[src/sv/sldt_pkg.sv]
// ----------------------------------------------------------------------------
// sldt_pkg: shared definitions for the seeded line distance transform
// Field widths, parameter defaults, control groups and a min helper.
// ----------------------------------------------------------------------------
package sldt_pkg;

  localparam int POS_W        = 6;
  localparam int SVAL_W       = 30;
  localparam int CVAL_W       = 31;
  localparam int CFG_W        = 7;
  localparam int CELLS_DEF    = 64;
  localparam int VBITS_DEF    = 31;
  localparam logic [CFG_W-1:0] LEN_RESET = 7'd64;

  typedef struct packed {
    logic clear;
    logic wr_en;
    logic rd_en;
  } seed_ctrl_t;

  typedef struct packed {
    logic clear;
    logic step;
  } cost_ctrl_t;

  function automatic logic [63:0] min64(input logic [63:0] a, input logic [63:0] b);
    return (a < b) ? a : b;
  endfunction

endpackage

[src/sv/sldt_if.sv]
// ----------------------------------------------------------------------------
// sldt_if: request channels of the seeded line distance transform
// Seed channel in, cell result channel out, valid/ready handshake.
// ----------------------------------------------------------------------------
interface sldt_seed_if import sldt_pkg::*; ();
  logic              valid;
  logic              ready;
  logic [POS_W-1:0]  seed_position;
  logic [SVAL_W-1:0] seed_value;
  logic              seed_last;

  modport source (output valid, seed_position, seed_value, seed_last, input ready);
  modport sink   (input valid, seed_position, seed_value, seed_last, output ready);
endinterface

interface sldt_cell_if import sldt_pkg::*; ();
  logic              valid;
  logic              ready;
  logic [POS_W-1:0]  cell_index;
  logic [CVAL_W-1:0] cell_value;
  logic              cell_last;

  modport source (output valid, cell_index, cell_value, cell_last, input ready);
  modport sink   (input valid, cell_index, cell_value, cell_last, output ready);
endinterface

[src/sv/sldt_seed_store.sv]
// ----------------------------------------------------------------------------
// sldt_seed_store: per-cell seed memory
// One write and one registered read port; valid flops make unwritten cells
// read as infinity and clear the whole store at once.
// ----------------------------------------------------------------------------
module sldt_seed_store import sldt_pkg::*; #(
  parameter int MAX_CELLS  = CELLS_DEF,
  parameter int VALUE_BITS = VBITS_DEF,
  localparam int IDX_W     = $clog2(MAX_CELLS)
) (
  input  logic                  clk,
  input  logic                  rst,
  input  seed_ctrl_t            ctrl,
  input  logic [IDX_W-1:0]      wr_addr,
  input  logic [VALUE_BITS-1:0] wr_data,
  input  logic [IDX_W-1:0]      rd_addr,
  output logic [VALUE_BITS-1:0] rd_data
);

  logic [VALUE_BITS-1:0] mem [MAX_CELLS];
  logic [MAX_CELLS-1:0]  vld;
  logic [VALUE_BITS-1:0] q;
  logic                  q_ok;

  always_ff @(posedge clk) begin
    if (ctrl.wr_en) begin
      mem[wr_addr] <= wr_data;
    end
    if (ctrl.rd_en) begin
      q <= mem[rd_addr];
    end
  end

  always_ff @(posedge clk) begin
    if (rst || ctrl.clear) begin
      vld  <= '0;
      q_ok <= 1'b0;
    end else begin
      if (ctrl.wr_en) begin
        vld[wr_addr] <= 1'b1;
      end
      if (ctrl.rd_en) begin
        q_ok <= vld[rd_addr];
      end
    end
  end

  assign rd_data = q_ok ? q : '1;

endmodule

[src/sv/sldt_cost_unit.sv]
// ----------------------------------------------------------------------------
// sldt_cost_unit: shared saturating cost step
// Holds the running cost; one step adds one cell of distance, saturating, and
// takes the minimum with the seed at that cell; best also with a side cost.
// ----------------------------------------------------------------------------
module sldt_cost_unit import sldt_pkg::*; #(
  parameter int VALUE_BITS = VBITS_DEF
) (
  input  logic                  clk,
  input  logic                  rst,
  input  cost_ctrl_t            ctrl,
  input  logic [VALUE_BITS-1:0] seed_cost,
  input  logic [VALUE_BITS-1:0] side_cost,
  output logic [VALUE_BITS-1:0] cost_next,
  output logic [VALUE_BITS-1:0] best
);

  logic [VALUE_BITS-1:0] running;
  logic [VALUE_BITS-1:0] inc;

  assign inc       = (&running) ? running : running + 1'b1;
  assign cost_next = VALUE_BITS'(min64(64'(inc), 64'(seed_cost)));
  assign best      = VALUE_BITS'(min64(64'(cost_next), 64'(side_cost)));

  always_ff @(posedge clk) begin
    if (rst || ctrl.clear) begin
      running <= '1;
    end else if (ctrl.step) begin
      running <= cost_next;
    end
  end

endmodule

[src/sv/seeded_line_distance_transform.sv]
// ----------------------------------------------------------------------------
// seeded_line_distance_transform: L1 distance transform over a seeded strip
// Collects seeds, then runs a backward and a forward pass through one shared
// cost unit and streams one result per cell.
//
//   channel  dir  handshake         payload
//   seed     in   valid/ready       seed_position, seed_value, seed_last
//   result   out  valid/ready       cell_index, cell_value, cell_last
//   cfg      in   cfg_we            cfg_wdata (strip_length)
//
// A seed inside the strip is read in LOAD and merged in MERGE; one outside
// is taken in LOAD alone. The last seed starts the backward pass, then the
// forward pass, which the result sink can stall; the seed store memory port
// sets one cell per cycle while the sink does not stall. seed.ready is low
// during both passes. Reset is synchronous; it empties the seed store at once.
// ----------------------------------------------------------------------------
module seeded_line_distance_transform import sldt_pkg::*; #(
  parameter int MAX_CELLS  = CELLS_DEF,
  parameter int VALUE_BITS = VBITS_DEF
) (
  input  logic              clk,
  input  logic              rst,
  sldt_seed_if.sink         seed,
  sldt_cell_if.source       result,
  input  logic              cfg_we,
  input  logic [CFG_W-1:0]  cfg_wdata
);

  localparam int IDX_W = $clog2(MAX_CELLS);
  localparam int CNT_W = $clog2(MAX_CELLS + 1);

  typedef enum logic [3:0] {
    ST_LOAD  = 4'b0001,
    ST_MERGE = 4'b0010,
    ST_BACK  = 4'b0100,
    ST_FWD   = 4'b1000
  } state_t;

  state_t                state, state_next;
  logic [CFG_W-1:0]      strip_length;
  logic [CNT_W-1:0]      len_eff;
  logic [IDX_W-1:0]      last_cell;
  logic [CNT_W-1:0]      rem, rem_next;
  logic [IDX_W-1:0]      addr, addr_next;
  logic                  s1_valid, s1_valid_next;
  logic [IDX_W-1:0]      s1_cell;
  logic [IDX_W-1:0]      ld_pos;
  logic [VALUE_BITS-1:0] ld_val;
  logic                  ld_last;
  logic                  accept, in_strip, issue, adv, fwd_step;
  logic [VALUE_BITS-1:0] in_val;
  logic [IDX_W-1:0]      rd_addr;
  logic [VALUE_BITS-1:0] seed_rd;
  logic [VALUE_BITS-1:0] right_mem [MAX_CELLS];
  logic [VALUE_BITS-1:0] right_q;
  logic [VALUE_BITS-1:0] cost_next, best;
  logic [VALUE_BITS-1:0] merge_val;
  seed_ctrl_t            sctrl;
  cost_ctrl_t            cctrl;
  logic                  out_valid;
  logic [POS_W-1:0]      out_index;
  logic [CVAL_W-1:0]     out_value;
  logic                  out_last;

  always_ff @(posedge clk) begin
    if (rst) begin
      strip_length <= LEN_RESET;
    end else if (cfg_we) begin
      strip_length <= cfg_wdata;
    end
  end

  always_comb begin
    if (strip_length == '0) begin
      len_eff = CNT_W'(1);
    end else if (strip_length > CFG_W'(MAX_CELLS)) begin
      len_eff = CNT_W'(MAX_CELLS);
    end else begin
      len_eff = CNT_W'(strip_length);
    end
  end

  assign last_cell = IDX_W'(len_eff - 1'b1);
  assign accept    = seed.valid && seed.ready;
  assign in_strip  = CFG_W'(seed.seed_position) < CFG_W'(len_eff);
  assign in_val    = VALUE_BITS'(64'(seed.seed_value));
  assign adv       = !out_valid || result.ready;
  assign merge_val = VALUE_BITS'(min64(64'(seed_rd), 64'(ld_val)));

  always_comb begin
    issue = 1'b0;
    case (state)
      ST_BACK: issue = (rem != '0);
      ST_FWD:  issue = (rem != '0) && (!s1_valid || adv);
      default: issue = 1'b0;
    endcase
  end

  assign fwd_step = (state == ST_FWD) && s1_valid && adv;
  assign rd_addr  = (state == ST_LOAD) ? IDX_W'(seed.seed_position) : addr;

  always_comb begin
    state_next    = state;
    rem_next      = rem;
    addr_next     = addr;
    s1_valid_next = 1'b0;
    cctrl         = '0;
    sctrl         = '0;
    sctrl.rd_en   = issue || (accept && in_strip);
    case (state)
      ST_LOAD: begin
        if (accept && in_strip) begin
          state_next = ST_MERGE;
        end else if (accept && seed.seed_last) begin
          state_next  = ST_BACK;
          rem_next    = len_eff;
          addr_next   = last_cell;
          cctrl.clear = 1'b1;
        end
      end
      ST_MERGE: begin
        sctrl.wr_en = 1'b1;
        if (ld_last) begin
          state_next  = ST_BACK;
          rem_next    = len_eff;
          addr_next   = last_cell;
          cctrl.clear = 1'b1;
        end else begin
          state_next = ST_LOAD;
        end
      end
      ST_BACK: begin
        cctrl.step    = s1_valid;
        s1_valid_next = issue;
        if (issue) begin
          rem_next  = rem - 1'b1;
          addr_next = addr - 1'b1;
        end else if (!s1_valid) begin
          state_next  = ST_FWD;
          rem_next    = len_eff;
          addr_next   = '0;
          cctrl.clear = 1'b1;
        end
      end
      ST_FWD: begin
        cctrl.step    = fwd_step;
        s1_valid_next = issue || (s1_valid && !adv);
        if (issue) begin
          rem_next  = rem - 1'b1;
          addr_next = addr + 1'b1;
        end else if (rem == '0 && !s1_valid) begin
          state_next  = ST_LOAD;
          cctrl.clear = 1'b1;
          sctrl.clear = 1'b1;
        end
      end
      default: state_next = ST_LOAD;
    endcase
  end

  always_ff @(posedge clk) begin
    if (rst) begin
      state    <= ST_LOAD;
      rem      <= '0;
      addr     <= '0;
      s1_valid <= 1'b0;
    end else begin
      state    <= state_next;
      rem      <= rem_next;
      addr     <= addr_next;
      s1_valid <= s1_valid_next;
    end
  end

  always_ff @(posedge clk) begin
    if (accept) begin
      ld_pos  <= IDX_W'(seed.seed_position);
      ld_val  <= in_val;
      ld_last <= seed.seed_last;
    end
    if (issue) begin
      s1_cell <= addr;
    end
  end

  sldt_seed_store #(
    .MAX_CELLS  (MAX_CELLS),
    .VALUE_BITS (VALUE_BITS)
  ) u_store (
    .clk     (clk),
    .rst     (rst),
    .ctrl    (sctrl),
    .wr_addr (ld_pos),
    .wr_data (merge_val),
    .rd_addr (rd_addr),
    .rd_data (seed_rd)
  );

  sldt_cost_unit #(
    .VALUE_BITS (VALUE_BITS)
  ) u_cost (
    .clk       (clk),
    .rst       (rst),
    .ctrl      (cctrl),
    .seed_cost (seed_rd),
    .side_cost (right_q),
    .cost_next (cost_next),
    .best      (best)
  );

  always_ff @(posedge clk) begin
    if (state == ST_BACK && s1_valid) begin
      right_mem[s1_cell] <= cost_next;
    end
    if (issue) begin
      right_q <= right_mem[addr];
    end
  end

  always_ff @(posedge clk) begin
    if (rst) begin
      out_valid <= 1'b0;
    end else if (fwd_step) begin
      out_valid <= 1'b1;
    end else if (result.ready) begin
      out_valid <= 1'b0;
    end
  end

  always_ff @(posedge clk) begin
    if (fwd_step) begin
      out_index <= POS_W'(s1_cell);
      out_value <= CVAL_W'(64'(best));
      out_last  <= (s1_cell == last_cell);
    end
  end

  assign seed.ready        = (state == ST_LOAD);
  assign result.valid      = out_valid;
  assign result.cell_index = out_index;
  assign result.cell_value = out_value;
  assign result.cell_last  = out_last;

  a_s1_in_pass: assert property (@(posedge clk) disable iff (rst)
    s1_valid |-> (state == ST_BACK || state == ST_FWD))
    else $error("read stage busy outside a pass");

  a_rem_bound: assert property (@(posedge clk) disable iff (rst)
    rem <= len_eff)
    else $error("remaining cell count above strip length");

  a_stall_hold: assert property (@(posedge clk) disable iff (rst)
    (state == ST_FWD && s1_valid && !adv) |=> s1_valid)
    else $error("read stage dropped while output stalled");

  a_fwd_after_back: assert property (@(posedge clk) disable iff (rst)
    $rose(state == ST_FWD) |-> $past(state == ST_BACK))
    else $error("forward pass entered without backward pass");

endmodule
[src/flat_wrapper.sv]
// flat-port wrapper written by rule: the top's interface ports become plain ports
module seeded_line_distance_transform_flat import sldt_pkg::*;
#(
  parameter int MAX_CELLS  = CELLS_DEF,
  parameter int VALUE_BITS = VBITS_DEF
)
  (clk, rst, cfg_we, cfg_wdata, seed_valid, seed_seed_position, seed_seed_value, seed_seed_last, seed_ready, result_valid, result_cell_index, result_cell_value, result_cell_last, result_ready);
  sldt_seed_if seed_i ();
  sldt_cell_if result_i ();
  input  logic clk;
  input  logic rst;
  input  logic cfg_we;
  input  logic [CFG_W-1:0] cfg_wdata;
  input wire logic [$bits(seed_i.valid)-1:0] seed_valid;
  input wire logic [$bits(seed_i.seed_position)-1:0] seed_seed_position;
  input wire logic [$bits(seed_i.seed_value)-1:0] seed_seed_value;
  input wire logic [$bits(seed_i.seed_last)-1:0] seed_seed_last;
  output wire logic [$bits(seed_i.ready)-1:0] seed_ready;
  output wire logic [$bits(result_i.valid)-1:0] result_valid;
  output wire logic [$bits(result_i.cell_index)-1:0] result_cell_index;
  output wire logic [$bits(result_i.cell_value)-1:0] result_cell_value;
  output wire logic [$bits(result_i.cell_last)-1:0] result_cell_last;
  input wire logic [$bits(result_i.ready)-1:0] result_ready;
  assign seed_i.valid = seed_valid;
  assign seed_i.seed_position = seed_seed_position;
  assign seed_i.seed_value = seed_seed_value;
  assign seed_i.seed_last = seed_seed_last;
  assign seed_ready = seed_i.ready;
  assign result_valid = result_i.valid;
  assign result_cell_index = result_i.cell_index;
  assign result_cell_value = result_i.cell_value;
  assign result_cell_last = result_i.cell_last;
  assign result_i.ready = result_ready;
  seeded_line_distance_transform #(.MAX_CELLS(MAX_CELLS), .VALUE_BITS(VALUE_BITS)) u_core (.clk(clk), .rst(rst), .seed(seed_i), .result(result_i), .cfg_we(cfg_we), .cfg_wdata(cfg_wdata));
endmodule
[config.mk]
export PLATFORM = sky130hd
export DESIGN_NAME = seeded_line_distance_transform_flat
export DESIGN_NICKNAME = d
export VERILOG_FILES = /design/src/sv/sldt_pkg.sv /design/src/sv/sldt_if.sv /design/src/sv/sldt_seed_store.sv /design/src/sv/sldt_cost_unit.sv /design/src/sv/seeded_line_distance_transform.sv /design/src/flat_wrapper.sv
export SDC_FILE = /design/constraint.sdc
export NUM_CORES = 2
export LEC_CHECK = 0
export BUFFER_PORTS_ARGS = -buffer_cell sky130_fd_sc_hd__buf_4
export CAP_MARGIN = 20
export CORE_UTILIZATION = 67
export CTS_BUF_LIST = sky130_fd_sc_hd__clkbuf_4 sky130_fd_sc_hd__clkbuf_8 sky130_fd_sc_hd__clkbuf_16
export CTS_CLUSTER_DIAMETER = 120
export CTS_CLUSTER_SIZE = 12
export DETAILED_ROUTE_END_ITERATION = 12
export PLACE_DENSITY = 0.83
export SLEW_MARGIN = 20
export SYNTH_ARGS = -nofsm -noshare
export SYNTH_HDL_FRONTEND = slang
export SYNTH_SLANG_ARGS = --single-unit
export TNS_END_PERCENT = 100
[constraint.sdc]
create_clock -name clk -period 14.5 [get_ports clk]
set_input_delay 1.45 -clock clk [delete_from_list [all_inputs] [get_ports clk]]
set_output_delay 1.45 -clock clk [all_outputs]
set_load 0.02 [all_outputs]
==> Word level (Yosys, flattened, before mapping) <==
Memory sizes are Yosys's and may differ from the RTL's. A register that Yosys moved wholly into a read port is not among the register bits.
Index checks and enable logic that the tools add are counted.
{ "totals": {"mem_count": 2, "mem_bits_rw": 3968, "regBits": 203, "elab_cells": 127, "in_bits": 49} }
{ "op_classes": {"n_mux": 53, "bitwise_logic": 1, "addsub": 5, "n_reduce_logical": 27, "n_eq_ne": 15, "order_cmp": 8} }
{ "mem_list": {"columns": ["memory", "depth", "width", "read_ports", "rd_ports_with_merged_regs", "wr", "line_no", "rtl"], "rows": [
  ["u_core.right_mem", 64, 31, 1, 1, 1, "seeded_line_distance_transform.sv:54", "logic [VALUE_BITS-1:0] right_mem [MAX_CELLS];"],
  ["u_core.u_store.mem", 64, 31, 1, 1, 1, "sldt_seed_store.sv:20", "logic [VALUE_BITS-1:0] mem [MAX_CELLS];"]
]} }
{ "ops": {"columns": ["op", "n"], "rows": [
  ["$mux 31", 5],
  ["$or 64x64->64", 1],
  ["$lt 31x31->1", 2],
  ["$mux 7", 8],
  ["$mux 6", 7],
  ["$add 31x1->31 const B", 1],
  ["$lt 31x30->1", 1],
  ["$reduce_and 31->1", 1],
  ["$pmux 7 s4", 1],
  ["$mux 4", 6],
  ["$pmux 6 s4", 1],
  ["$mux 1", 17],
  ["$pmux 4 s4", 1],
  ["$logic_not 7->1", 2],
  ["$lt 6x7->1 const B", 2],
  ["$ne 2x2->1 const B", 6],
  ["$sub 6x1->6 const B", 2],
  ["$logic_and 1x1->1", 10],
  ["$gt 7x7->1 const B", 1],
  ["$lt 6x7->1", 1],
  ["$reduce_bool 7->1", 1],
  ["$sub 7x1->7 const B", 1],
  ["$add 6x1->6 const B", 1],
  ["$bmux 1 s6", 1],
  ["other kinds (18)", 29]
]} }

==> Longest topological paths before layout <==
{ "logic_depth": {"word_depth": 8, "mapped_depth": 30} }

==> Hierarchy <==
A second synthesis with hierarchy kept.
{ "unflattened": {"hier_cells": 7464, "hier_area_um2": 165827.8} }
{ "by_module_without_submodules": {"columns": ["module", "seq_area_each_um2", "area_per_inst_um2", "n_inst", "cells_each"], "rows": [
  ["seeded_line_distance_transform", 63460.9, 82263.9, 1, 3572],
  ["sldt_seed_store", 61809.3, 78891.9, 1, 3260],
  ["sldt_cost_unit", 620.6, 4672.0, 1, 632]
]} }

==> Worst setup path after synthesis <==
OpenSTA, ideal clock, no wires.
{ "synth_path": {"path_type": "register -> register", "startpoint": "register u_core.u_cost.running[4]", "endpoint": "register u_core.out_value[10] (netlist: u_core.result.cell_value[10]) (data pin)", "path_buffers": 2, "slack_ps": 6764, "stages_incl_launch_ff": 29, "required_time_ps": 14235, "arrival_time_ps": 7471, "path_cell_list": "dfxtp_1 -> nand4_2 -> nor2_4 -> nand4_1 -> a2111oi_2 -> and2b_1 -> nand3_1 -> xor2_1 -> inv_1 -> ha_1 -> nand4_1 -> or3_1 -> nor4_1 -> o211ai_1 -> a21oi_1 -> nor2_1 -> buf_4 -> mux2i_1 -> ha_1 -> a21o_1 -> a211oi_1 -> nor2_1 -> o21ai_0 -> nand2b_1 -> a21oi_1 -> o311ai_0 -> o21bai_2 -> buf_6 -> mux2_4"} }
{ "synth_between": {"elab_chain_cells": 6, "elab_cells_between_ends": 7, "classes_between": "add/sub (1); order compare (2); mux (3); reduce/logical (1)"} }
{ "synth_rtl": {"columns": ["element", "line_no", "rtl"], "rows": [
  ["start, declared", "sldt_cost_unit.sv:18", "logic [VALUE_BITS-1:0] running;"],
  ["start signal, assigned", "sldt_cost_unit.sv:29", "running <= cost_next;"],
  ["$add 31x1->31 / $reduce_and 31->1 (equally long branches)", "sldt_cost_unit.sv:21", "assign inc = (&running) ? running : running + 1'b1;"],
  ["$mux 31 *", "sldt_cost_unit.sv:21", null],
  ["$lt 31x31->1", "sldt_pkg.sv:27", "return (a < b) ? a : b;"],
  ["$mux 31 *", "sldt_pkg.sv:27", null],
  ["net u_core.cost_next[8]", "seeded_line_distance_transform.sv:56", "logic [VALUE_BITS-1:0] cost_next, best;"],
  ["$lt 31x31->1 *", "sldt_pkg.sv:27", null],
  ["$mux 31 *", "sldt_pkg.sv:27", null],
  ["net u_core.best[10]", "seeded_line_distance_transform.sv:56", null],
  ["end signal, assigned", "seeded_line_distance_transform.sv:233", "out_value <= CVAL_W'(64'(best));"],
  ["end, declared", "seeded_line_distance_transform.sv:62", "logic [CVAL_W-1:0] out_value;"]
]} }
The timed path passes the listed nets; every way through them passes the cells marked *.
A chain may end at the register's enable or synchronous reset.

==> Worst setup path after layout <==
{ "layout_path": {"startpoint": "register u_core.u_cost.running[4]", "endpoint": "register u_core.out_value[30] (netlist: u_core.result.cell_value[30]) (data pin)"} }
Same word-level chain as after synthesis.

==> summary.txt <==
Logic synthesis
  – #FFs+latches synth: 4,233
  – Post-synthesis sequential area ratio: 74.9%
  – Post-synth top area cell: edfxtp_1
  – Syn avg cell area: 16.4 um2
  – Ys async rst share: 0%
  – Post-synthesis instance area: 168,000 um2
  – Synth cell types: 76
  – Ys flop type: edfxtp_1
  – EDFF count, synth: 4,111
  – Post-Synthesis Cells: 10.2k
  – Warning count from the yosys run: 0
  – Synth top area cells: edfxtp_1 73%, mux4_2 8.8%, nand2_1 4.8%, nand3_1 2.7%, a311oi_1 1.5%
  – Top-area cell type share of the netlist area: 73.5%

Power and ir drop
  – Clk pwr share: 26.0%
  – Sw Share: 35.2%
  – PnR Total Power: 37.4 mW
  – PD cells: 201 nW/um2
  – Worst-case vdd ir drop: 0.000423 V
  – P_sw: 13.2 mW
  – Seq pwr share: 39.9%
  – Pint: 24.2 mW
  – Comb power frac: 34.1%
  – Static leakage: 60.4 nW

Hold path
  – Hold wc startpoint: u_core.u_store.vld[20]$_SDFFE_PP0P_
  – Worst Hold Class: reg2reg
  – Min-Delay Endpoint: u_core.u_store.vld[20]$_SDFFE_PP0P_
  – Hold Path Depth: 1

Timing
  – Final Hold Fails: 0
  – Max Freq: 114 MHz
  – Tmin final: 8.76 ns
  – RSZ-0062 raised after global routing: no
  – Final TNS setup: 0 ns
  – Worst-Margin Slew: 1.27 ns
  – Final setup viols: 0
  – Fin crit share: 60.4%
  – Slack of the critical path: 5.74 ns
  – Setup Skew: 0.0775 ns
  – Pins Over Slew Limit: 0
  – Slew headroom: 15.4%

Die
  – Core area: 249,000 um2
  – Initial Util: 67.5%
  – Die height: 503 um
  – Top Ports: 89
  – FP Rows: 183
  – Die X: 503 um
  – Die area: 253,000 um2

Clock tree
  – Post-CTS Setup Inserts: 0
  – CTS max path bufs: 4
  – CTS Sinks: 4,233
  – Cts repair resizes: 0
  – Clock transition at path regs: 0.07 ns
  – CTS tree: done
  – Root Driver: clkbuf_16
  – Total CTS buffers: 402
  – H-tree depth: 5
  – Worst-Skew Late Latency: 1.02 ns
  – CTS Hold Bufs: 0

Routing
  – Initial DRC Count: 18.2k
  – DR WL/cell: 35.6 um
  – Vias post-DR: 102k
  – DRC: 0
  – DR pass1 iterations: 9
  – Total wire length: 497,000 um
  – Vias per cell: 7.28
  – Routed Antenna Nets: 0

GRT
  – GR Overflow Total: 0
  – Antenna violations before repair: 28
  – Maximum number of pins on one net before global-route repair: 178
  – Vias in the first global route: 100k
  – Global-route wire length before repair: 700,000 um
  – Overall Global Routing Usage: 39.5%

Worst setup path
  – Startpoint Class: flop
  – CP arrival: 9.50 ns
  – Critical Path RT: 15.24 ns
  – Worst r2r path cells: 29
  – Setup crit end kind: flop
  – Reg2reg setup slack: 5.74 ns
  – CP max stage cell: buf_4
  – Crit path max fanout: 67
  – Worst Setup Path Type: reg2reg
  – Reg-to-Reg Start: u_core.u_cost.running[4]$_SDFFE_PP1P_
  – Crit-path max cell delay: 0.67 ns
  – R2R Path End: u_core.result.cell_value[30]$_DFFE_PP_
  – Most used cell, CP: buf_4

Final layout
  – Finished Layout Cells: 14.0k
  – Nets: 10.6k
  – FILL cells: 13.1k
  – Most common cell after layout, fill and taps aside: edfxtp_1
  – Fraction of layout cells with a size suffix above 1: 17.7%
  – Most frequent cells in the layout: 4,111 x edfxtp_1, 2,164 x nand2_1, 899 x nand3_1
  – Layout area overhead: 10.8%
  – Final core utilization: 74.8%

Placed design
  – Place WS: 6.10 ns
  – I/O Buffers: 88
  – Hpwl dp: 252,000 um
  – Inst Count DP: 13.4k
  – GPL Wtd Cong: 0.889

Outcome
  – Status: finished, final reports clean

Flow run
  – Maxcap violations: 0
worst max-delay path, delay by kind of cell (launching register included):
| kind | cells | cell delay [ns] |
|---|---|---|
| xor gates and xnor gates | 1 | 0.30 |
| adders and majority gates | 2 | 0.66 |
| muxes | 2 | 0.63 |
| DFF | 1 | 0.49 |
| buffers and inverters | 4 | 1.60 |
| and+or+nand+nor | 11 | 2.66 |
| AOI/OAI and AO/OA | 9 | 2.06 |
power groups by stage:
stage | clock network (mW) | registers, mW | logic, mW
after CTS | 9.73 | 14.9 | 12.3
after global placement | 0 | 15.1 | 11.6
final | 9.73 | 14.9 | 12.7
after floorplan | 0 | 15.1 | 7.77
after global routing | 10.1 | 14.9 | 13.1
after detailed placement | 0 | 15.1 | 12.0
logic make-up (layout without fill, tap and decap cells):
kind of cell	count (synthesis)	count (layout)	share of synthesized area, %
mux	772	772	9.59
compound gates	775	775	3.42
xor+xnor	40	40	0.213
other cells	1	75	0.00223
fa+ha+maj	99	99	0.737
flops	4233	4233	74.9
buf+inv	766	1083	1.96
simple gates	3562	3562	9.14
synthesized netlist by cell type, drive strengths merged (6+ instances only):
| library cell | count |
|---|---|
| nand4 | 31 |
| ha | 99 |
| a31oi | 131 |
| a22oi | 33 |
| mux2i | 81 |
| nand3 | 900 |
| a311oi | 282 |
| o21a | 67 |
| a21oi | 96 |
| o21ai | 32 |
| inv | 133 |
| nor3 | 10 |
| nor4 | 6 |
| and2 | 12 |
| nor2 | 189 |
| nand2b | 44 |
| mux2 | 36 |
| xnor2 | 13 |
| edfxtp | 4111 |
| mux4 | 655 |
| or3b | 6 |
| nand3b | 7 |
| o22ai | 6 |
| xor2 | 27 |
| dfxtp | 122 |
| a21o | 43 |
| clkbuf | 294 |
| and3 | 160 |
| a211oi | 40 |
| buf | 339 |
| nor2b | 12 |
| a2111oi | 6 |
| nand2 | 2164 |
metal layers:
| layer | vias up | global-route usage [%] | wire (um) |
|---|---|---|---|
| met4 | 30 | 30.7 | 47100 |
| met3 | 2204 | 9.16 | 62500 |
| met1 | 50300 | 48.1 | 153000 |
| met5 | - | 0 | 199 |
| met2 | 9360 | 61.9 | 234000 |
| li1 | 39800 | - | - |
layout make-up:
cell class,instances,area [um2],area share [%]
clock inverters,9,111,0.0598
inverters,133,499,0.268
well taps,3330,4170,2.24
repair buffers,378,3000,1.61
diodes,11,27.5,0.0148
flip-flops and latches,4233,126000,67.7
multi-input cells,5312,40900,22.0
clock buffers,563,11400,6.13
stage by stage:
stage	hold WS [ns]	instance area, um2
2_1_floorplan	0.406	168000
3_3_place_gp	0.441	174000
3_5_place_dp	0.447	174000
4_1_cts	0.461	186000
5_1_grt	0.474	186000
6_report	0.459	186000
worst max path at each step:
| stage | start | to | slack (ns) | depth (start not counted) |
|---|---|---|---|---|
| after global routing | u_core.u_cost.running[4]$_SDFFE_PP1P_ | u_core.result.cell_value[30]$_DFFE_PP_ | 5.36 | 29 |
| after global placement | u_core.u_cost.running[4]$_SDFFE_PP1P_ | u_core.result.cell_value[30]$_DFFE_PP_ | 6.21 | 29 |
| after CTS | u_core.u_cost.running[4]$_SDFFE_PP1P_ | u_core.result.cell_value[30]$_DFFE_PP_ | 5.96 | 29 |
| after detailed placement | u_core.u_cost.running[4]$_SDFFE_PP1P_ | u_core.result.cell_value[21]$_DFFE_PP_ | 6.10 | 29 |
| final | u_core.u_cost.running[4]$_SDFFE_PP1P_ | u_core.result.cell_value[30]$_DFFE_PP_ | 5.74 | 29 |
| after floorplan | u_core.u_cost.running[4]$_SDFFE_PP1P_ | u_core.result.cell_value[10]$_DFFE_PP_ | 6.76 | 28 |
flip-flops by register name, indices dropped and copies added (netlist names), 6 cells and up:
| name | flops |
|---|---|
| u_core.addr | 6 |
| u_core.strip_length | 7 |
| u_core.u_cost.running | 31 |
| u_core.result.cell_index | 6 |
| u_core.s1_cell | 6 |
| u_core.right_mem | 1984 |
| u_core.u_store.q | 31 |
| u_core.rem | 7 |
| u_core.u_store.vld | 64 |
| u_core.result.cell_value | 31 |
| u_core.ld_pos | 6 |
| u_core.ld_val | 30 |
| u_core.right_q | 31 |
| u_core.u_store.mem | 1984 |
No activity file was read; power rests on OpenSTA's default activity.
